### config.mk
export PLATFORM = sky130hd
export DESIGN_NAME = c3zp_kernel_mac
export DESIGN_NICKNAME = d
export VERILOG_FILES = /design/src/design/c3zp_pkg.sv /design/src/design/c3zp_kernel_mac.sv
export SDC_FILE = /design/constraint.sdc
export NUM_CORES = 2
export LEC_CHECK = 0
export BUFFER_PORTS_ARGS = -buffer_cell sky130_fd_sc_hd__buf_2
export CELL_PAD_IN_SITES_DETAIL_PLACEMENT = 0
export CELL_PAD_IN_SITES_GLOBAL_PLACEMENT = 2
export CORE_MARGIN = 3
export CORE_UTILIZATION = 35
export DETAILED_ROUTE_END_ITERATION = 8
export GPL_ROUTABILITY_DRIVEN = 0
export PLACE_DENSITY = 0.72
export SLEW_MARGIN = 20
export SYNTH_ARGS = -nofsm -noshare
export SYNTH_HDL_FRONTEND = slang
export SYNTH_SLANG_ARGS = --single-unit
### constraint.sdc
create_clock -name clk -period 4.1 [get_ports clk]
set_input_delay 0.82 -clock clk [delete_from_list [all_inputs] [get_ports clk]]
set_output_delay 0.82 -clock clk [all_outputs]
set_load 0.03 [all_outputs]
### src/design/c3zp_pkg.sv
// Shared types, constants and helpers for the 3x3 zero-padded convolution filter.
// Used by c3zp_line_buf, c3zp_kernel_mac and the top level; depends on nothing.
`default_nettype none

package c3zp_pkg;

    // Line geometry
    localparam int MAX_WIDTH = 4096;
    localparam int COL_W     = $clog2(MAX_WIDTH);
    localparam int WID_W     = COL_W + 1;
    localparam int ROW_W     = 16;
    localparam int IMG_W_W   = 13;

    // Pixel and coefficient formats
    localparam int PIX_W   = 8;
    localparam int COEF_W  = 16;
    localparam int FRAC_W  = 12;
    localparam int KROW_W  = 3 * COEF_W;
    localparam int NTAPS   = 9;
    localparam int PROD_W  = PIX_W + 1 + COEF_W;
    localparam int SUM_W   = PROD_W + 4;

    // Configuration port
    localparam int CFG_IDX_W  = 3;
    localparam int CFG_DATA_W = KROW_W;

    // Result queue and pipeline depth
    localparam int PIPE_DEPTH = 5;
    localparam int INFL_W     = $clog2(PIPE_DEPTH + 1);
    localparam int QDEPTH     = 8;
    localparam int QPTR_W     = $clog2(QDEPTH);
    localparam int QCNT_W     = $clog2(QDEPTH + 1);

    // Rounding and saturation
    localparam logic signed [SUM_W-1:0] ROUND_HALF = SUM_W'(1 << (FRAC_W - 1));
    localparam logic signed [SUM_W-1:0] SAT_LIMIT  = SUM_W'(255 * (1 << FRAC_W));
    localparam logic [PIX_W-1:0]        PIX_MAX    = PIX_W'(255);

    typedef enum logic [CFG_IDX_W-1:0] {
        CFG_IMAGE_WIDTH       = 3'd0,
        CFG_IMAGE_HEIGHT      = 3'd1,
        CFG_KERNEL_ROW_TOP    = 3'd2,
        CFG_KERNEL_ROW_MIDDLE = 3'd3,
        CFG_KERNEL_ROW_BOTTOM = 3'd4,
        CFG_WINDOW_RADIUS     = 3'd5
    } cfg_index_t;

    typedef logic [PIX_W-1:0] pix_t;

    // Window taps, index row*3+column, row 0 on top, column 0 on the left
    typedef pix_t [NTAPS-1:0] tap_vec_t;

    // Per-request control that travels with the window
    typedef struct packed {
        logic             primed;
        logic             last;
        logic [NTAPS-1:0] tap_en;
    } ctl_t;

    // Clamp to 0..255 and round half up from Q.12
    function automatic pix_t clamp_round(input logic signed [SUM_W-1:0] s);
        logic signed [SUM_W-1:0] r;
        r = s + ROUND_HALF;
        if (s > SAT_LIMIT) begin
            return PIX_MAX;
        end
        else if (s[SUM_W-1]) begin
            return '0;
        end
        else begin
            return r[FRAC_W +: PIX_W];
        end
    endfunction

endpackage

`default_nettype wire

### src/design/c3zp_kernel_mac.sv
// Nine-tap multiply, row sums, total with clamp and rounding: three register stages.
// Depends on c3zp_pkg.
`default_nettype none

module c3zp_kernel_mac (
    input  logic                         clk,
    input  logic                         rst_n,
    input  logic                         valid,
    input  c3zp_pkg::ctl_t               ctl,
    input  c3zp_pkg::tap_vec_t           taps,
    input  logic [c3zp_pkg::KROW_W-1:0]  krow_top,
    input  logic [c3zp_pkg::KROW_W-1:0]  krow_mid,
    input  logic [c3zp_pkg::KROW_W-1:0]  krow_bot,
    input  logic                         radius,
    output logic                         res_valid,
    output c3zp_pkg::pix_t               res_pixel,
    output logic                         res_last
);
    import c3zp_pkg::*;

    logic [KROW_W-1:0]        krow [3];
    logic signed [COEF_W-1:0] coef [NTAPS];
    logic signed [PROD_W-1:0] prod_reg [NTAPS];
    logic signed [SUM_W-1:0]  row_sum_reg [3];
    logic signed [SUM_W-1:0]  total;
    logic                     vp_reg;
    logic                     vr_reg;
    logic                     res_valid_reg;
    logic                     lp_reg;
    logic                     lr_reg;
    logic                     res_last_reg;
    pix_t                     res_pixel_reg;

    assign krow[0] = krow_top;
    assign krow[1] = krow_mid;
    assign krow[2] = krow_bot;

    // Pick coefficients; centre-only mode uses the first top coefficient
    always_comb begin
        for (int r = 0; r < 3; r++) begin
            for (int c = 0; c < 3; c++) begin
                coef[r*3+c] = krow[r][c*COEF_W +: COEF_W];
            end
        end
        if (!radius) begin
            coef[4] = krow_top[COEF_W-1:0];
        end
    end

    // Multiply each tap, drop taps outside the frame
    always_ff @(posedge clk) begin
        for (int k = 0; k < NTAPS; k++) begin
            if (ctl.tap_en[k]) begin
                prod_reg[k] <= $signed({1'b0, taps[k]}) * coef[k];
            end
            else begin
                prod_reg[k] <= '0;
            end
        end
        lp_reg <= ctl.last;
    end

    // Add each row
    always_ff @(posedge clk) begin
        for (int r = 0; r < 3; r++) begin
            row_sum_reg[r] <= SUM_W'(prod_reg[r*3+0]) + SUM_W'(prod_reg[r*3+1])
                            + SUM_W'(prod_reg[r*3+2]);
        end
        lr_reg <= lp_reg;
    end

    assign total = row_sum_reg[0] + row_sum_reg[1] + row_sum_reg[2];

    // Clamp, round and hold the result
    always_ff @(posedge clk) begin
        res_pixel_reg <= clamp_round(total);
        res_last_reg  <= lr_reg;
    end

    // Advance stage valids
    always_ff @(posedge clk or negedge rst_n) begin
        if (!rst_n) begin
            vp_reg        <= 1'b0;
            vr_reg        <= 1'b0;
            res_valid_reg <= 1'b0;
        end
        else begin
            vp_reg        <= valid && ctl.primed;
            vr_reg        <= vp_reg;
            res_valid_reg <= vr_reg;
        end
    end

    assign res_valid = res_valid_reg;
    assign res_pixel = res_pixel_reg;
    assign res_last  = res_last_reg;

endmodule

`default_nettype wire
# == After elaboration in Yosys (flattened, before gate mapping) ==
# Memory sizes are Yosys's and may differ from the RTL's.
# Index checks and enable logic that the tools add are counted.
# totals
register_bits,14
mem_bits_rw,312
in_bits,231
output_inout_bits,10
wordCells,76
mem_count,2
# memory_table
memory,words,word_bits,rd,rd_ports_with_merged_regs,wr,line,rtl
prod_reg,9,25,9,0,9,c3zp_kernel_mac.sv:23,logic signed [PROD_W-1:0] prod_reg [NTAPS];
row_sum_reg,3,29,3,0,3,c3zp_kernel_mac.sv:24,logic signed [SUM_W-1:0] row_sum_reg [3];
# classes
addsub,9
mul,9
magnitude_cmp,1
mux,38
bitwise_logic,9
n_reduce_logical,1
# ops
cell,n
$mul 9x16->25,9
$mux 25,9
$add 26x25->27,3
$add 25x25->26,3
$add 29x29->29,2
$gt 29x21->1 const B,1
$mux 1,27
$add 20x13->20 const B,1
$mux 16,1
$or 1x1->1,9
$mux 8,1
$logic_and 1x1->1,1

# == Depth between registers and ports, before layout ==
# depth
depth_word,4
mapped_depth,23
depth_no_buf,21

# == Least setup slack after synthesis ==
# OpenSTA, ideal clock, no wires.
# synth_timing
kind,in2reg
startpoint,input radius
endpoint,memory prod_reg[4][23] (netlist name)
setup_time_ns,0.115
t_arrival_ns,5.856
t_required_ns,3.985
setup_slack_ns,-1.871
stages,22
n_path_buf,2
cell_sequence,clkbuf_1 > clkbuf_1 > mux2_2 > nand2_1 > fa_1 > inv_1 > fa_1 > ha_1 > inv_1 > fa_1 > inv_1 > ha_1 > a21o_1 > a21o_1 > a2111oi_0 > o21ai_0 > a21oi_1 > a21oi_1 > a211o_1 > a21oi_1 > xnor2_1 > and2_1
# synth_rtl
element,line,rtl
start: declaration,c3zp_kernel_mac.sv:14,"input logic radius,"
end: declaration,c3zp_kernel_mac.sv:23,

==> Flow_metrics.wiki <==
{| class="wikitable"
! Metric !! Value
|-
| Run status || complete, but fails checks
|-
| Failing checks || negative setup slack
|-
| Antenna violations before repair || 10
|-
| Required time of the critical path || between 4000 and 5000 ps
|-
| Maximum number of buffers from clock root to sink || 3
|-
| Max-Cap Viols || 0
|-
| Area of the mapped netlist || about 56000 µm²
|-
| Arrival time at the worst endpoint || 5310 ps
|-
| CTS sink count || 320
|-
| Clock transition time at the flip-flop clock pins of the worst setup and hold paths || 60 ps
|-
| Row count || 146
|-
| CTS tree || built
|-
| Die Ht || slightly above 400 µm
|-
| Length in cells of the worst reg-to-reg path || 15
|-
| Detailed-routing iteration count for the pre-antenna-repair pass || 5
|-
| Syn Nets || 8038
|-
| Via count of the first global-routing pass || 46652
|-
| Global-route wire length before repair || 244.9 mm
|-
| Worst-Skew Late Latency || 580 ps
|-
| Fraction of power spent switching nets || 47.04%
|-
| Post-layout worst setup margin || -744.4 ps
|-
| Area of the die || about 160000 µm²
|-
| Cell with the most instances after synthesis || sky130_fd_sc_hd__inv_1
|-
| Power dissipated by switching net loads || 29.49 mW
|-
| Dominant synthesized flop cell || sky130_fd_sc_hd__dfxtp_1
|-
| Synth Area in Compound Gates || 6.945%
|-
| Layout area overhead || 31.50%
|-
| Hold-critical path endpoint || lr_reg
|-
| Combinational fraction of design power || 84.7%
|-
| Cell count after synthesis || 6230
|-
| Critical path startpoint category || primary input
|-
| Global route overflow || 0
|-
| Final standard cell count with taps included and fillers excluded || 9484
|-
| Synth area leaders || sky130_fd_sc_hd__fa_1, sky130_fd_sc_hd__ha_1, sky130_fd_sc_hd__dfxtp_1, sky130_fd_sc_hd__inv_1, sky130_fd_sc_hd__and2_1
|-
| Share of final-layout standard cells stronger than drive strength 1 || 27.50%
|-
| Count of synthesis-stage warnings from yosys || 0
|-
| Syn avg cell area || 8.974 µm²
|-
| Count of cells along the worst hold path || 0
|-
| Final Max Tran Viols || 0
|-
| Cell occurring most often along the worst timing path || sky130_fd_sc_hd__fa_1
|-
| Share of the cycle needed by the critical path after routing || 118.2%
|-
| Slew @ Worst Pin || roughly 760 ps
|-
| Simple-gate area share of the yosys netlist || 17.66%
|-
| Worst hold path startpoint || lp_reg
|-
| Highest cell delay on the worst timing path || 540 ps
|-
| Worst supply voltage drop on vdd || a little over 600 µV
|-
| Util after Layout || 46.36%
|-
| Pin count of the biggest net entering global routing || 26
|-
| Placed instance count || 9317
|-
| Detailed-route vias per instance || 4.546
|-
| Global router's overall resource usage || between 10% and 20%
|-
| Post-layout min period || 4844 ps
|-
| Internal reg-to-reg setup slack || between 200 and 250 ps
|-
| Sequential cell fraction of total power || 9.2%
|-
| Worst max-slew margin expressed relative to the limit || 49.25%
|-
| Die width || 405.7 µm
|-
| Unique cell type count in the Yosys netlist || 67
|-
| Total power of the final layout || between 60 and 70 mW
|-
| Remaining routing DRC violations || 0
|-
| Share of flip-flops with an asynchronous set or reset after synthesis || less than 1%
|-
| Seq/Total Area, Yosys || 11.49%
|-
| Detailed router's first-iteration violation count || 1446
|-
| Worst setup skew after layout || 23.83 ps
|-
| Dominant cell type by area after synthesis || sky130_fd_sc_hd__fa_1
|-
| Number of flops mapped to enable cells by yosys || 0
|-
| Critical path start-end classification || in -> reg
|-
| Post-detail-place hpwl || 130.1 mm
|-
| Maximum fanout count along the critical path || 5
|-
| Number of nets with antenna violations after routing || 0
|-
| Effective utilization at floorplan || 35.26%
|-
| Pint || about 33 mW
|-
| Endpoint of the most critical register-to-register path || res_pixel[4]
|-
| Port Buffer Count || 240
|-
| Number of I/O pins || around 240
|-
| Combinational family with the most area after synthesis || adder cells
|-
| Maximum level of the CTS H-tree || 2
|-
| Total wire length || 148.8 mm
|-
| Post-Synth Adder-Cell Area || 49.04%
|-
| Post-synthesis xor/xnor area fraction || 3.964%
|-
| FF+latch count, synth || 320
|-
| Core box area || 158600 µm²
|-
| Leakage power total || ~38 nW
|-
| Number of flip-flops in the largest register || between 200 and 250
|-
| Share of cell area taken by muxes after synthesis || less than 1%
|-
| Crit-path slowest cell || sky130_fd_sc_hd__fa_1
|-
| Unrepaired setup endpoints after global routing || yes
|-
| Net count of the finished layout || between 9000 and 10000
|-
| Clock root cell || sky130_fd_sc_hd__clkbuf_16
|-
| Routed WL per cell || between 15 and 20 µm
|-
| Timing-limited maximum frequency || between 0.2 and 0.25 GHz
|-
| Worst Hold Slack || roughly 330 ps
|-
| Tightest Hold Check Type || reg -> reg
|-
| Number of buffers added by the clock tree synthesis step || 38
|-
| Clock network fraction of total power || 6.0%
|-
| Ranking of synthesized cells by instance count || sky130_fd_sc_hd__inv_1, sky130_fd_sc_hd__fa_1, sky130_fd_sc_hd__and2_1, sky130_fd_sc_hd__nand2_1, sky130_fd_sc_hd__ha_1
|-
| Cell breakdown of the critical path || buf_12 -> nand2_4 -> fa_1 -> inv_2 -> fa_1 -> ha_1 -> inv_1 -> fa_1 -> inv_1 -> ha_1 -> a21o_1 -> a21oi_2 -> nor2b_2 -> o41a_1 -> a41o_1 -> o41a_1 -> and2_4 -> o21a_1 -> or3_1 -> and3_1
|-
| Capturing element type of the critical path || flop
|-
| Number of failing hold endpoints at the final stage || 0
|-
| Area share of the largest cell type after synthesis || 36.67%
|-
| Worst slack after detailed placement || -1613 ps
|-
| Routed vias || 43110
|-
| R2r startpoint || row_sum_reg[0][1]
|-
| Number of setup violations in the final report || 108
|-
| Power per unit of standard cell area || approximately 850 nW/µm²
|}
## worst max-delay path, delay by kind of cell
family | cells | cell delay, ps
adder cells (fa/ha/maj) | 5 | 2060
AO/OA/AOI/OAI | 6 | 1440
AND/OR/NAND/NOR | 5 | 740
buffers and inverters | 4 | 230
## kinds of logic (layout without fill, tap and decap cells)
| family | count (synthesis) | count (layout) |
|---|---|---|
| compound gates | 600 | 600 |
| xor+xnor | 253 | 253 |
| fa+ha+maj | 1577 | 1577 |
| buf+inv | 1572 | 2750 |
| flops | 320 | 320 |
| mux | 18 | 18 |
| other cells | 0 | 4 |
| simple gates | 1890 | 1890 |
## placed cells by master (no fill, tap or decap), types with 21 or more instances in the layout
master                      instances
sky130_fd_sc_hd__o21a_1            33
sky130_fd_sc_hd__nor2_1           131
sky130_fd_sc_hd__nor2b_1           55
sky130_fd_sc_hd__nand3_1           47
sky130_fd_sc_hd__o21ai_2           29
sky130_fd_sc_hd__nand2b_1          45
sky130_fd_sc_hd__inv_2            113
sky130_fd_sc_hd__or3_1             22
sky130_fd_sc_hd__buf_4            866
sky130_fd_sc_hd__and2_1           683
sky130_fd_sc_hd__a21oi_1          122
sky130_fd_sc_hd__clkbuf_16         40
sky130_fd_sc_hd__fa_1             968
sky130_fd_sc_hd__buf_2            126
sky130_fd_sc_hd__xnor2_1          158
sky130_fd_sc_hd__ha_1             459
sky130_fd_sc_hd__a21o_1            84
sky130_fd_sc_hd__a21oi_2           59
sky130_fd_sc_hd__fa_2              56
sky130_fd_sc_hd__nor3_1            48
sky130_fd_sc_hd__nand2_2           76
sky130_fd_sc_hd__buf_8             23
sky130_fd_sc_hd__dfxtp_1          316
sky130_fd_sc_hd__inv_1           1350
sky130_fd_sc_hd__buf_6            147
sky130_fd_sc_hd__o21ai_0           67
sky130_fd_sc_hd__nand2_1          488
sky130_fd_sc_hd__o21bai_1          21
sky130_fd_sc_hd__and3_1            27
sky130_fd_sc_hd__nand2_4           47
sky130_fd_sc_hd__buf_12            50
sky130_fd_sc_hd__xor2_1            69
sky130_fd_sc_hd__and2_4            71
sky130_fd_sc_hd__ha_4              79
## metrics by stage
| stage | instance area, µm² | TNS, ps |
|---|---|---|
| after detailed placement | 68020 | -153720 |
| after floorplan | 58440 | -67610 |
| after global placement | 68020 | -150630 |
| after CTS | 71630 | -39580 |
| final | 73510 | -41940 |
| after global routing | 73510 | -58260 |
## layer usage
metal  part of all wire, %  vias up  wire (µm)  global-route usage (%)
li1                      -    21167          -                       -
met1                    46    21462      68820                   25.00
met2                    49      383      73550                   32.41
met3                   2.5       94       3658                   1.582
met4                   1.8        4       2734                   3.234
met5                 0.016        -         24                       0
## final cells by class
class                           instances  area [µm²]
Antenna cell                            4       10.01
Multi-Input combinational cell       4338       47330
Sequential cell                       320        6422
Tap cell                             2072        2592
Clock inverter                         23       347.8
Inverter                             1463        5492
Fill cell                           15436       85050
Clock buffer                           46        1052
Timing Repair Buffer                 1218       10270
## power groups by stage
| stage | combinational (mW) | sequential (mW) | clock [mW] |
|---|---|---|---|
| 6_report | 53.1 | 5.79 | 3.79 |
| 3_5_place_dp | 48.2 | 5.89 | 0 |
| 3_3_place_gp | 48.2 | 5.90 | 0 |
| 4_1_cts | 50.9 | 5.84 | 3.90 |
| 5_1_grt | 59.4 | 5.91 | 4.01 |
| 2_1_floorplan | 32.5 | 5.37 | 0 |
## worst max path at each step
stage / endpoint / start / cells past startpoint
5_1_grt: prod_reg[4][23] / radius / 21
3_5_place_dp: prod_reg[0][24] / taps[2] / 23
2_1_floorplan: prod_reg[4][24] / radius / 20
3_3_place_gp: prod_reg[0][24] / taps[2] / 23
6_report: prod_reg[7][19] / taps[56] / 20
4_1_cts: prod_reg[4][22] / radius / 20
## repair_timing
action | in CTS | in global routing
endpoints found under the hold margin | 3 | 0
resized for setup | 461 | 454
setup endpoints to repair | 144 | 144
gates cloned | 3 | 1
pin swaps | 228 | 357
hold buffers | 1 | 0
buffers inserted | 59 | 71
(Power assumes the default switching activity.)
